### src/design/tdc_pkg.sv
`default_nettype none

package tdc_pkg;

  // Cycles from an accepted transaction to its result strobe.
  localparam int unsigned LATENCY = 10;

  localparam logic [16:0] SECS_PER_DAY = 17'd86400;
  localparam logic [21:0] DAYS_MAX     = 22'h3FFFFF;

  // floor(2^20 / 100): quotient estimate is exact or one low for 14-bit values
  localparam logic [13:0] RECIP100 = 14'd10485;
  // floor(2^22 / 60): quotient estimate is exact or one low below 2^17
  localparam logic [16:0] RECIP60  = 17'd69905;

  typedef struct packed {
    logic [5:0]  sec;
    logic [5:0]  min;
    logic [4:0]  hour;
    logic [4:0]  day;
    logic [3:0]  month;
    logic [13:0] year;
  } stamp_t;

  typedef struct packed {
    logic [5:0]  first_second;
    logic [5:0]  first_minute;
    logic [4:0]  first_hour;
    logic [4:0]  first_day;
    logic [3:0]  first_month;
    logic [13:0] first_year;
    logic [5:0]  second_second;
    logic [5:0]  second_minute;
    logic [4:0]  second_hour;
    logic [4:0]  second_day;
    logic [3:0]  second_month;
    logic [13:0] second_year;
  } in_t;

  typedef struct packed {
    logic [21:0] diff_days;
    logic [4:0]  diff_hours;
    logic [5:0]  diff_minutes;
    logic [5:0]  diff_seconds;
  } out_t;

  // Normalized difference handed from the subtractor to the splitter.
  typedef struct packed {
    logic        valid;
    logic        sat;
    logic [21:0] days;
    logic [16:0] rest;
  } norm_t;

  // Days in the year before the first of the given month (month 1..12).
  function automatic logic [8:0] days_before(input logic [3:0] mon);
    logic [8:0] d;
    case (mon)
      4'd1:    d = 9'd0;
      4'd2:    d = 9'd31;
      4'd3:    d = 9'd59;
      4'd4:    d = 9'd90;
      4'd5:    d = 9'd120;
      4'd6:    d = 9'd151;
      4'd7:    d = 9'd181;
      4'd8:    d = 9'd212;
      4'd9:    d = 9'd243;
      4'd10:   d = 9'd273;
      4'd11:   d = 9'd304;
      4'd12:   d = 9'd334;
      default: d = 9'd0;
    endcase
    return d;
  endfunction

endpackage

`default_nettype wire

### src/design/tdc_stamp.sv
`default_nettype none

// Timestamp to day count and second of day, three stages.
module tdc_stamp (
  input  wire logic            clk_i,
  input  wire logic            rst_ni,
  input  wire logic            valid_i,
  input  wire tdc_pkg::stamp_t stamp_i,
  output logic                 valid_o,
  output logic [22:0]          days_o,
  output logic [16:0]          tod_o
);

  // stage 1: clamp, quotient estimates by 100, hour*60+minute
  logic [3:0]  mon_c;
  logic [13:0] yr_c;
  logic [13:0] prior_c;

  logic        v1_q;
  logic [13:0] yr1_q, pr1_q;
  logic [27:0] yest1_q, pest1_q;
  logic [3:0]  mon1_q;
  logic [4:0]  day1_q;
  logic [10:0] hm1_q;
  logic [5:0]  sec1_q;

  always_comb begin
    if (stamp_i.month == 4'd0) begin
      mon_c = 4'd1;
    end else if (stamp_i.month > 4'd12) begin
      mon_c = 4'd12;
    end else begin
      mon_c = stamp_i.month;
    end
    yr_c    = (stamp_i.year == 14'd0) ? 14'd1 : stamp_i.year;
    prior_c = yr_c - 14'd1;
  end

  // stage 2: correct quotients, leap flag, prior*365, second of day
  logic [7:0]  yq0, pq0, yq, pq;
  logic [13:0] yrem0, prem0, yrem;
  logic        leap_c;

  logic        v2_q;
  logic [22:0] p365_q;
  logic [11:0] p4_q;
  logic [7:0]  pq100_q;
  logic [5:0]  pq400_q;
  logic [3:0]  mon2_q;
  logic [4:0]  day2_q;
  logic        leap2_q;
  logic [16:0] tod2_q;

  always_comb begin
    yq0   = yest1_q[27:20];
    pq0   = pest1_q[27:20];
    yrem0 = yr1_q - {6'd0, yq0} * 14'd100;
    prem0 = pr1_q - {6'd0, pq0} * 14'd100;
    if (yrem0 >= 14'd100) begin
      yq   = yq0 + 8'd1;
      yrem = yrem0 - 14'd100;
    end else begin
      yq   = yq0;
      yrem = yrem0;
    end
    pq     = (prem0 >= 14'd100) ? pq0 + 8'd1 : pq0;
    leap_c = (yr1_q[1:0] == 2'd0) && ((yrem != 14'd0) || (yq[1:0] == 2'd0));
  end

  // stage 3: sum of the day count
  logic        v3_q;
  logic [22:0] days3_q;
  logic [16:0] tod3_q;
  logic [22:0] days_c;

  always_comb begin
    days_c = p365_q + {11'd0, p4_q} - {15'd0, pq100_q} + {17'd0, pq400_q}
           + {14'd0, tdc_pkg::days_before(mon2_q)} + {18'd0, day2_q}
           + {22'd0, leap2_q};
  end

  always_ff @(posedge clk_i or negedge rst_ni) begin
    if (!rst_ni) begin
      v1_q <= 1'b0;
      v2_q <= 1'b0;
      v3_q <= 1'b0;
    end else begin
      v1_q <= valid_i;
      v2_q <= v1_q;
      v3_q <= v2_q;
    end
  end

  always_ff @(posedge clk_i) begin
    yr1_q   <= yr_c;
    pr1_q   <= prior_c;
    yest1_q <= 28'(yr_c) * 28'(tdc_pkg::RECIP100);
    pest1_q <= 28'(prior_c) * 28'(tdc_pkg::RECIP100);
    mon1_q  <= mon_c;
    day1_q  <= stamp_i.day;
    hm1_q   <= {6'd0, stamp_i.hour} * 11'd60 + {5'd0, stamp_i.min};
    sec1_q  <= stamp_i.sec;

    p365_q  <= {9'd0, pr1_q} * 23'd365;
    p4_q    <= pr1_q[13:2];
    pq100_q <= pq;
    pq400_q <= pq[7:2];
    mon2_q  <= mon1_q;
    day2_q  <= day1_q;
    leap2_q <= leap_c && (mon1_q > 4'd2);
    tod2_q  <= {6'd0, hm1_q} * 17'd60 + {11'd0, sec1_q};

    days3_q <= days_c;
    tod3_q  <= tod2_q;
  end

  assign valid_o = v3_q;
  assign days_o  = days3_q;
  assign tod_o   = tod3_q;

endmodule

`default_nettype wire

### src/design/tdc_diff.sv
`default_nettype none

// Signed difference, day borrow into [0, 86400), magnitude. Three stages.
module tdc_diff (
  input  wire logic        clk_i,
  input  wire logic        rst_ni,
  input  wire logic        valid_i,
  input  wire logic [22:0] days_a_i,
  input  wire logic [16:0] tod_a_i,
  input  wire logic [22:0] days_b_i,
  input  wire logic [16:0] tod_b_i,
  output tdc_pkg::norm_t   norm_o
);

  // two's complement differences
  logic        v4_q;
  logic [23:0] dd4_q;
  logic [17:0] dt4_q;

  // stage 5: move the second difference into [0, 86400)
  logic [18:0] dt_w, dt_p1;
  logic [18:0] rest_c;
  logic [23:0] dd_c;

  always_comb begin
    dt_w  = {dt4_q[17], dt4_q};
    dt_p1 = dt_w + 19'(tdc_pkg::SECS_PER_DAY);
    if (dt_p1[18]) begin
      rest_c = dt_p1 + 19'(tdc_pkg::SECS_PER_DAY);
      dd_c   = dd4_q - 24'd2;
    end else if (dt_w[18]) begin
      rest_c = dt_p1;
      dd_c   = dd4_q - 24'd1;
    end else if (dt_w >= 19'(tdc_pkg::SECS_PER_DAY)) begin
      rest_c = dt_w - 19'(tdc_pkg::SECS_PER_DAY);
      dd_c   = dd4_q + 24'd1;
    end else begin
      rest_c = dt_w;
      dd_c   = dd4_q;
    end
  end

  logic        v5_q;
  logic [23:0] dd5_q;
  logic [16:0] rest5_q;

  // stage 6: absolute value of days*86400 + rest
  logic [23:0] mag_c;
  logic [16:0] rabs_c;

  always_comb begin
    if (!dd5_q[23]) begin
      mag_c  = dd5_q;
      rabs_c = rest5_q;
    end else if (rest5_q == 17'd0) begin
      mag_c  = ~dd5_q + 24'd1;
      rabs_c = 17'd0;
    end else begin
      mag_c  = ~dd5_q;
      rabs_c = tdc_pkg::SECS_PER_DAY - rest5_q;
    end
  end

  logic        v6_q;
  logic        sat6_q;
  logic [21:0] days6_q;
  logic [16:0] rest6_q;

  always_ff @(posedge clk_i or negedge rst_ni) begin
    if (!rst_ni) begin
      v4_q <= 1'b0;
      v5_q <= 1'b0;
      v6_q <= 1'b0;
    end else begin
      v4_q <= valid_i;
      v5_q <= v4_q;
      v6_q <= v5_q;
    end
  end

  always_ff @(posedge clk_i) begin
    dd4_q   <= {1'b0, days_a_i} - {1'b0, days_b_i};
    dt4_q   <= {1'b0, tod_a_i} - {1'b0, tod_b_i};
    dd5_q   <= dd_c;
    rest5_q <= rest_c[16:0];
    sat6_q  <= (mag_c[23:22] != 2'd0);
    days6_q <= mag_c[21:0];
    rest6_q <= rabs_c;
  end

  always_comb begin
    norm_o.valid = v6_q;
    norm_o.sat   = sat6_q;
    norm_o.days  = days6_q;
    norm_o.rest  = rest6_q;
  end

endmodule

`default_nettype wire

### src/design/tdc_split.sv
`default_nettype none

// Second of day into hours, minutes, seconds by reciprocal multiply. Four stages.
module tdc_split (
  input  wire logic           clk_i,
  input  wire logic           rst_ni,
  input  wire tdc_pkg::norm_t norm_i,
  output logic                valid_o,
  output tdc_pkg::out_t       result_o
);

  // stage 7: estimate rest / 60
  logic        v7_q, sat7_q;
  logic [21:0] days7_q;
  logic [16:0] rest7_q;
  logic [33:0] est7_q;

  // stage 8: correct, split off seconds
  logic [10:0] q0_c, mtot_c;
  logic [16:0] r0_c, r_c;

  always_comb begin
    q0_c = est7_q[32:22];
    r0_c = rest7_q - {6'd0, q0_c} * 17'd60;
    if (r0_c >= 17'd60) begin
      mtot_c = q0_c + 11'd1;
      r_c    = r0_c - 17'd60;
    end else begin
      mtot_c = q0_c;
      r_c    = r0_c;
    end
  end

  logic        v8_q, sat8_q;
  logic [21:0] days8_q;
  logic [10:0] mtot8_q;
  logic [5:0]  sec8_q;

  // stage 9: estimate minutes / 60
  logic        v9_q, sat9_q;
  logic [21:0] days9_q;
  logic [10:0] mtot9_q;
  logic [5:0]  sec9_q;
  logic [27:0] est9_q;

  // stage 10: correct, hours and minutes, saturation
  logic [4:0]  h0_c, h_c;
  logic [10:0] m0_c, m_c;
  tdc_pkg::out_t res_c;

  always_comb begin
    h0_c = est9_q[26:22];
    m0_c = mtot9_q - {6'd0, h0_c} * 11'd60;
    if (m0_c >= 11'd60) begin
      h_c = h0_c + 5'd1;
      m_c = m0_c - 11'd60;
    end else begin
      h_c = h0_c;
      m_c = m0_c;
    end
    if (sat9_q) begin
      res_c.diff_days    = tdc_pkg::DAYS_MAX;
      res_c.diff_hours   = 5'd23;
      res_c.diff_minutes = 6'd59;
      res_c.diff_seconds = 6'd59;
    end else begin
      res_c.diff_days    = days9_q;
      res_c.diff_hours   = h_c;
      res_c.diff_minutes = m_c[5:0];
      res_c.diff_seconds = sec9_q;
    end
  end

  logic          v10_q;
  tdc_pkg::out_t res10_q;

  always_ff @(posedge clk_i or negedge rst_ni) begin
    if (!rst_ni) begin
      v7_q  <= 1'b0;
      v8_q  <= 1'b0;
      v9_q  <= 1'b0;
      v10_q <= 1'b0;
    end else begin
      v7_q  <= norm_i.valid;
      v8_q  <= v7_q;
      v9_q  <= v8_q;
      v10_q <= v9_q;
    end
  end

  always_ff @(posedge clk_i) begin
    sat7_q  <= norm_i.sat;
    days7_q <= norm_i.days;
    rest7_q <= norm_i.rest;
    est7_q  <= {17'd0, norm_i.rest} * 34'(tdc_pkg::RECIP60);

    sat8_q  <= sat7_q;
    days8_q <= days7_q;
    mtot8_q <= mtot_c;
    sec8_q  <= r_c[5:0];

    sat9_q  <= sat8_q;
    days9_q <= days8_q;
    mtot9_q <= mtot8_q;
    sec9_q  <= sec8_q;
    est9_q  <= {17'd0, mtot8_q} * 28'(tdc_pkg::RECIP60);

    res10_q <= res_c;
  end

  assign valid_o  = v10_q;
  assign result_o = res10_q;

endmodule

`default_nettype wire

### src/design/timestamp_duration_calc_top.sv
// Absolute time between two calendar timestamps, as days/hours/minutes/seconds.
//
// Command channel: drive cmd_i and raise start_i; the transaction is taken at
// every rising edge where start_i is high and busy_o is low. busy_o is always
// low, so a new pair of timestamps can be issued on every clock cycle.
// Result channel: result_o is valid for exactly one cycle while
// result_valid_o is high. There is no back-pressure; the receiver must take
// each result in that cycle.
// Throughput: one transaction per cycle, set by the fully pipelined
// datapath (3 stages per timestamp conversion, 3 for difference and day
// borrow, 4 for the constant divisions by 60).
// Out-of-range month is clamped to 1..12, year 0 is taken as year 1; a day
// count above 22 bits returns all-ones days with 23:59:59.
// Reset (rst_ni low, asynchronous) clears all valid bits; transactions in
// flight are dropped and no result strobe is seen until new ones arrive.
`default_nettype none

module timestamp_duration_calc_top (
  input  wire logic          clk_i,
  input  wire logic          rst_ni,
  input  wire logic          start_i,
  input  wire tdc_pkg::in_t  cmd_i,
  output logic               busy_o,
  output logic               result_valid_o,
  output tdc_pkg::out_t      result_o
);

  // Never stalls: each stage moves on every cycle.
  assign busy_o = 1'b0;

  logic accept;
  assign accept = start_i && !busy_o;

  tdc_pkg::stamp_t stamp_a, stamp_b;

  always_comb begin
    stamp_a.sec   = cmd_i.first_second;
    stamp_a.min   = cmd_i.first_minute;
    stamp_a.hour  = cmd_i.first_hour;
    stamp_a.day   = cmd_i.first_day;
    stamp_a.month = cmd_i.first_month;
    stamp_a.year  = cmd_i.first_year;
    stamp_b.sec   = cmd_i.second_second;
    stamp_b.min   = cmd_i.second_minute;
    stamp_b.hour  = cmd_i.second_hour;
    stamp_b.day   = cmd_i.second_day;
    stamp_b.month = cmd_i.second_month;
    stamp_b.year  = cmd_i.second_year;
  end

  logic        va, vb;
  logic [22:0] days_a, days_b;
  logic [16:0] tod_a, tod_b;

  // Both converters run in lockstep; their valid bits are always equal.
  tdc_stamp u_stamp_a (
    .clk_i   (clk_i),
    .rst_ni  (rst_ni),
    .valid_i (accept),
    .stamp_i (stamp_a),
    .valid_o (va),
    .days_o  (days_a),
    .tod_o   (tod_a)
  );

  tdc_stamp u_stamp_b (
    .clk_i   (clk_i),
    .rst_ni  (rst_ni),
    .valid_i (accept),
    .stamp_i (stamp_b),
    .valid_o (vb),
    .days_o  (days_b),
    .tod_o   (tod_b)
  );

  tdc_pkg::norm_t norm;

  // Difference in (days, second-of-day) form; avoids a 40-bit seconds count.
  tdc_diff u_diff (
    .clk_i    (clk_i),
    .rst_ni   (rst_ni),
    .valid_i  (va && vb),
    .days_a_i (days_a),
    .tod_a_i  (tod_a),
    .days_b_i (days_b),
    .tod_b_i  (tod_b),
    .norm_o   (norm)
  );

  tdc_split u_split (
    .clk_i    (clk_i),
    .rst_ni   (rst_ni),
    .norm_i   (norm),
    .valid_o  (result_valid_o),
    .result_o (result_o)
  );

endmodule

`default_nettype wire

### config.mk
export PLATFORM = sky130hd
export DESIGN_NAME = timestamp_duration_calc_top
export DESIGN_NICKNAME = d
export VERILOG_FILES = /design/src/design/tdc_pkg.sv /design/src/design/tdc_stamp.sv /design/src/design/tdc_diff.sv /design/src/design/tdc_split.sv /design/src/design/timestamp_duration_calc_top.sv
export SDC_FILE = /design/constraint.sdc
export NUM_CORES = 2
export LEC_CHECK = 0
export ABC_AREA = 1
export BUFFER_PORTS_ARGS = -buffer_cell sky130_fd_sc_hd__clkbuf_2
export CAP_MARGIN = 10
export CORE_ASPECT_RATIO = 1.1
export CORE_MARGIN = 8
export CORE_UTILIZATION = 40
export DETAILED_ROUTE_END_ITERATION = 6
export PLACE_DENSITY = 0.61
export SETUP_SLACK_MARGIN = 0.02
export SYNTH_ARGS = -nofsm -noshare
export SYNTH_HDL_FRONTEND = slang
export SYNTH_HIERARCHICAL = 1
export SYNTH_SLANG_ARGS = --single-unit
### constraint.sdc
create_clock -name clk_i -period 6.8 [get_ports clk_i]
set_clock_uncertainty 0.1 [all_clocks]
set_input_delay 1.02 -clock clk_i [delete_from_list [all_inputs] [get_ports clk_i]]
set_output_delay 1.02 -clock clk_i [all_outputs]
set_load 0.005 [all_outputs]
Word level (Yosys, flattened, before mapping)
Memories as Yosys holds them, arrays and structs flattened. A register that Yosys moved wholly into a read port is not among the register bits. Cells that the tools add are included.

ROM bits: 288. Bits in latches: 0. Bits of input ports: 83. Memory bits (writable): 0. Word-level logic and storage cells: 190. Output and inout bits: 41. Register bits: 796. Memories kept: 2.

Memories: (name not given) (depth 16, width 9, read ports 1, clocked after memory_dff 1, write ports 0, RTL line tdc_pkg.sv:58) `case (mon)`; (name not given) (depth 16, width 9, read ports 1, clocked after memory_dff 1, write ports 0, RTL line tdc_pkg.sv:58).

Equal/unequal tests: 0. Add/subtract/negate cells: 44. Shift-type cells: 0. Multiplexer cells: 24. Reduce and logical (&&, ||, !) cells: 20. Magnitude comparators: 11. $mul: 18. Bitwise logic cells: 1. Div/mod/pow operators: 0.

Operators with widths (count): 24-bit two-way mux (5); 14-bit by 14-bit multiplier with 28-bit output, second input constant (4); 17-bit two-way mux (5); 14-bit by 7-bit greater-or-equal comparator with 1-bit output, second input constant (4); 14-bit two-way mux (4); 14-bit subtractor (4); 24-bit by 1-bit adder with 24-bit output, second input constant (2); 8-bit by 5-bit multiplier with 12-bit output, second input constant (4); 23-bit by 1-bit adder with 23-bit output (2); 23-bit by 12-bit adder with 23-bit output (2); 23-bit by 5-bit adder with 23-bit output (2); 23-bit by 6-bit adder with 23-bit output (2); 23-bit by 9-bit adder with 23-bit output (2); 14-bit by 9-bit multiplier with 23-bit output, second input constant (2); 23-bit by 8-bit subtractor with 23-bit output (2); 11-bit by 4-bit multiplier with 15-bit output, second input constant (3); 17-bit by 6-bit adder with 17-bit output (2); 17-bit by 17-bit multiplier with 33-bit output, second input constant (1); 14-bit logical NOT (2); 14-bit nonzero test (2); 14-bit by 1-bit subtractor with 14-bit output, second input constant (2); 14-bit by 7-bit subtractor with 14-bit output, second input constant (2); 11-bit by 17-bit multiplier with 27-bit output, second input constant (1); 5-bit by 4-bit multiplier with 9-bit output, second input constant (3); other kinds (35) (54).

Depth between registers and ports, before layout
Depth in word-level cells: 8. Mapped depth: 40. Mapped depth without buffers: 39.

Hierarchy
The synthesis kept the hierarchy.

Modules (own cells, without submodules): tdc_stamp at u_stamp_b (cells each 2433, times used 1, seq. area each 3778.6 um^2, area each 21431.8 um^2); tdc_stamp at u_stamp_a (cells each 2357, times used 1, seq. area each 3778.6 um^2, area each 21212.8 um^2); tdc_split (cells each 1233, times used 1, seq. area each 3603.5 um^2, area each 10715.3 um^2); tdc_diff (cells each 1368, times used 1, seq. area each 2537.4 um^2, area each 8762.2 um^2); timestamp_duration_calc_top (cells each 4, times used 1, seq. area each 0.0 um^2, area each 18.8 um^2).

Worst setup path before layout
No wires, ideal clock.

Kind: input-to-reg. Start point: input cmd_i[43] in the netlist's numbering. End point: register u_stamp_a.pest1_q[26]. Path buffers: 1. Slack: -0.849 ns. Data arrival time: 7.430 ns. Cell stages on the path: 36. Setup time: 0.119 ns. Cells stage by stage: inv_1 ha_1 nand4_1 nor2_1 clkbuf_1 nor2_1 inv_1 ha_1 nand2_1 a21boi_2 inv_1 nand2_1 nand2_1 a21oi_2 o21ai_1 xor2_1 inv_1 fa_1 ha_1 inv_1 fa_1 inv_1 fa_1 fa_1 ha_1 ha_1 nand4_1 nor3_1 o21ai_0 nand3_1 nand3_1 nand2_1 nand3_1 nor2_1 nor2_1 xnor2_1.

Word-level cells in the longest chain between the ends: 4.

RTL lines: from (decl) (RTL line timestamp_duration_calc_top.sv:22) `input wire tdc_pkg::in_t cmd_i,`; 14-bit logical NOT (RTL line tdc_stamp.sv:35) `yr_c = (stamp_i.year == 14'd0) ? 14'd1 : stamp_i.year;`; 14-bit two-way mux (RTL line tdc_stamp.sv:35); net u_stamp_a.yr_c[2] (RTL line tdc_stamp.sv:16) `logic [13:0] yr_c;`; 14-bit by 1-bit subtractor with 14-bit output (RTL line tdc_stamp.sv:36) `prior_c = yr_c - 14'd1;`; net u_stamp_a.prior_c[13] (RTL line tdc_stamp.sv:17) `logic [13:0] prior_c;`; 14-bit by 14-bit multiplier with 28-bit output (RTL line tdc_stamp.sv:98) `pest1_q <= 28'(prior_c) * 28'(tdc_pkg::RECIP100);`; to (signal assigned) (RTL line tdc_stamp.sv:98); to (decl) (RTL line tdc_stamp.sv:21) `logic [27:0] yest1_q, pest1_q;`.

The timed path passes the listed nets, and every way through them passes these cells. A chain may end at the register's enable or synchronous reset.

Worst setup path in the final report
Start point: input cmd_i[48] in the netlist's numbering. End point: register u_stamp_a.pest1_q[26].

Same word-level chain as after synthesis.

==> results.md <==
- Setup repair after global routing could not meet its margin everywhere.
- The placer congestion estimate is 0.922.
- The final critical-path required period is 6.55 ns.
- Setup violations remaining at the end of the flow were counted as 0.
- The compound-gate portion of the synthesized area is 0.0723.
- The number of inserted diodes is 0.
- The fraction of synthesized area in multiplexers is 0.000161.
- The startpoint type of the worst setup path is an input port.
- The number of antenna violations at the first check in global routing is 2.
- The minimum hold slack is 0.120 ns.
- The floorplan die area is 168,000 µm².
- Clock-pin slew was measured on the worst setup and hold paths at 0.07 ns.
- The CTS tree is yes.
- After synthesis, the largest family of logic cells by area is adder cells.
- The clock net sink count is 681.
- The count of hold buffers inserted by post-cts repair is 0.
- Setup total negative slack on the finished layout was measured at 0 ns.
- The reported max-cap violation count is 0.
- The path class of the tightest hold or removal check is in2async.
- The core region is 154,000 µm².
- The share of the Yosys chip area taken by registers is 0.220.
- The worst setup path is captured at a flip-flop.
- The delay contributed by the slowest stage of the critical path is 0.51 ns.
- The critical path in this run is classified as in2reg.
- The largest buffer count on any clock path is 3.
- Measured against its own limit, the worst slew margin works out to 0.324.
- The summed area of non-filler cells in the final layout is 71,300 µm².
- The number of max-slew violations in the final report came to 0.
- The worst path required time is 7.26 ns.
- The die is 429 µm tall.
- The first-pass detailed-route iteration total is 6.
- For this run, the total global-route usage over all layers was measured as 0.176.
- The floorplan die width is 392 µm.
- The final clock period utilization by the worst path is 0.963.
- Synthesis produced 7,395 cells.
- The final count of hold timing violations is 0.
- For this block, the via count after detailed routing is 47,694.
- The H-tree depth reported by CTS is 3.
- The via count of the first global-routing pass is 49,250.
- The most common cell after layout, fill and taps aside is sky130_fd_sc_hd__inv_1.
- The share of synthesized cell area in and, or, nand and nor gates is 0.165.
- In the final routed layout, each cell accounts on average for 14.9 µm.
- The DRC marker count from the first detailed-route iteration is 2,128.
- Timing would allow up to 0.153 GHz.
- The synthesized area per cell is 8.40 µm².
- The slew at the pin closest to its max-slew limit is 1.01 ns.
- Of the total synthesized cell area, the portion taken by full adders, half adders and majority gates is 0.396.
- At the end of the flow, the number of nets in the layout was 9,595.
- After floorplanning, the core was divided into 151 placement rows.
- Clock latency on the worst-skew pair, taken at its later pin, is 0.70 ns.
- The overall routed net length is 148,000 µm.
- Of the cells placed in the final design, the portion with a size suffix greater than 1 is 0.107.
- For this run, design rule violations remaining after detail routing come to 0.
- The first global-routing pass estimated 245,000 µm of wire.
- The share of synthesized flip-flops with an asynchronous set or reset is 0.0191.
- After synthesis, the cell types taking the most area are sky130_fd_sc_hd__ha_1 (24%), sky130_fd_sc_hd__dfxtp_1 (22%), sky130_fd_sc_hd__fa_1 (16%), sky130_fd_sc_hd__inv_1 (8.7%), sky130_fd_sc_hd__nand2_1 (7.8%).
- The largest total area in the synthesized netlist belongs to sky130_fd_sc_hd__ha_1.
- The combined area of all synthesized cells is 62,100 µm².
- The top cell types in the final layout, fill and taps aside, are sky130_fd_sc_hd__inv_1 (1,405), sky130_fd_sc_hd__nand2_1 (1,285), sky130_fd_sc_hd__ha_1 (1,129).
- During synthesis, Yosys emitted a total of 6 warnings.
- Entering global routing, the biggest net connects 42 pins.
- Of all nets on the critical path, the largest fanout is 8.
- In this run, synthesis inferred 0 flip-flops with an integrated enable.
- The final global-route overflow total is 0.
- The xor/xnor share of the synthesized area is 0.0543.
- Data on the critical path arrives at its endpoint at 7.01 ns.
- The remaining antenna violation count is 0.
- Compared with the post-synthesis result, the final layout area differs by 14.7%.
- The number of input and output port buffers inserted is 122.
- The clock buffer count from CTS is 81.
- The placed wire-length estimate after detailed placement is 128,000 µm.
- The most frequently used flop master after synthesis is sky130_fd_sc_hd__dfxtp_1.
- Counting flops and latches in the post-synthesis netlist gives 681.
- The slowest stage of the critical path is the sky130_fd_sc_hd__fa_1 cell.
- The cell occurring most often along the worst timing path is sky130_fd_sc_hd__fa_1.
- The utilization of the core after routing is 0.462.
- The routed via count divided by cell count is 4.78.
- The flow ran to the end, and the final reports show no timing, DRC or antenna violations.
- The area of placed instances is 68,000 µm².
- The initial utilization of the core area, before any placement, comes to 0.403.
- For this design the top-level I/O count stands at 124.
- The CTS root buffer is sky130_fd_sc_hd__clkbuf_16.
- The post-synthesis net count is 9,147.
- The synthesized netlist contains 70 unique library cells.
- The share of synthesized area in the top cell type comes to 0.236.
final timing paths:
path | start | endpoint | slack (ns) | cells past startpoint
worst min register to register | u_split/days7_q[6] | u_split/days8_q[6] | 0.20 | 0
worst min-delay path | rst_ni | u_diff/v4_q | 0.12 | 1
max in group asynchronous | rst_ni | u_split/valid_o | 6.24 | 1
min in group clk_i | u_split/days7_q[6] | u_split/days8_q[6] | 0.20 | 0
worst max register to register | u_split/est7_q[22] | u_split/mtot8_q[4] | 1.46 | 28
worst max-delay path | cmd_i[48] | u_stamp_a/pest1_q[26] | 0.25 | 35
synthesized netlist by cell type (6+ instances only):
cell / count
sky130_fd_sc_hd__inv_1: 1442
sky130_fd_sc_hd__nand2_1: 1296
sky130_fd_sc_hd__ha_1: 1174
sky130_fd_sc_hd__dfxtp_1: 668
sky130_fd_sc_hd__fa_1: 495
sky130_fd_sc_hd__nor2_1: 420
sky130_fd_sc_hd__a21oi_1: 368
sky130_fd_sc_hd__nand3_1: 337
sky130_fd_sc_hd__xor2_1: 265
sky130_fd_sc_hd__o21ai_0: 196
sky130_fd_sc_hd__xnor2_1: 111
sky130_fd_sc_hd__nand4_1: 88
sky130_fd_sc_hd__nor3_1: 59
sky130_fd_sc_hd__a21o_1: 36
sky130_fd_sc_hd__or2_2: 35
sky130_fd_sc_hd__a31oi_1: 27
sky130_fd_sc_hd__nor4_1: 25
sky130_fd_sc_hd__o211ai_1: 25
sky130_fd_sc_hd__o21bai_1: 25
sky130_fd_sc_hd__clkbuf_1: 24
sky130_fd_sc_hd__nand2_2: 24
sky130_fd_sc_hd__o21ai_1: 21
sky130_fd_sc_hd__a211oi_1: 15
sky130_fd_sc_hd__o31ai_1: 14
sky130_fd_sc_hd__dfrtp_1: 13
sky130_fd_sc_hd__inv_2: 13
sky130_fd_sc_hd__nor2_2: 13
sky130_fd_sc_hd__nand3b_1: 12
sky130_fd_sc_hd__and2_1: 11
sky130_fd_sc_hd__o21a_1: 11
sky130_fd_sc_hd__a21boi_0: 10
sky130_fd_sc_hd__nand3_2: 10
sky130_fd_sc_hd__buf_2: 9
sky130_fd_sc_hd__buf_6: 7
sky130_fd_sc_hd__a21oi_2: 6
sky130_fd_sc_hd__nor3_2: 6
repair_timing:
item / in CTS / in global routing
resized for setup: 0 / 42
hold endpoints to repair: 0 / 0
setup endpoints to repair: 0 / 13
buffers inserted: 0 / 14
registers in the layout, summed over array words and instances, names as in the netlist, 23 cells and up, named ones only:
signal,cells
u_diff/dd5_q,24
u_split/result_o,39
u_stamp_b/p365_q,23
u_diff/dd4_q,24
u_stamp_b/days_o,23
u_stamp_a/p365_q,23
u_stamp_a/days_o,23
worst max-delay path, delay by kind of cell:
kind | cells | cell delay, ns
compound gates | 3 | 0.39
xor+xnor | 2 | 0.35
fa+ha+maj | 9 | 3.09
buf+inv | 9 | 0.87
simple gates | 12 | 1.27
final cells by class:
cell class / instances / area, µm²
repair buffers: 412 / 2830
multi-input cells: 5209 / 43700
well taps: 2065 / 2580
fillers: 15132 / 82900
clock buffers: 96 / 2150
clock inverters: 53 / 761
inverters: 1458 / 5520
flip-flops and latches: 681 / 13700
logic make-up (layout without fill, tap and decap cells):
group                      Yosys count  after routing
and+or+nand+nor                   2367           2367
adders and majority gates         1669           1669
buffers and inverters             1505           2019
AOI/OAI and AO/OA                  790            790
DFF                                681            681
xor gates and xnor gates           381            381
other                                1              1
muxes                                1              1
stage by stage:
| step | worst slack [ns] | instances |
|---|---|---|
| after floorplan | -0.265 | 7395 |
| after global placement | -0.419 | 9811 |
| after detailed placement | -0.532 | 9811 |
| after CTS | 0.200 | 9960 |
| after global routing | -0.0598 | 9974 |
| final | 0.251 | 9974 |
metal layers:
layer | track usage | wire length [µm] | up-vias
met3 | 0.0174 | 4660 | 200
met1 | 0.217 | 65800 | 22264
met5 | 0 | 0 | -
li1 | - | - | 24503
met2 | 0.320 | 73200 | 727
met4 | 0.0571 | 4760 | 0
Power is not shown: default switching activity piles up to over one toggle a cycle in this logic, so the estimate is an artifact.
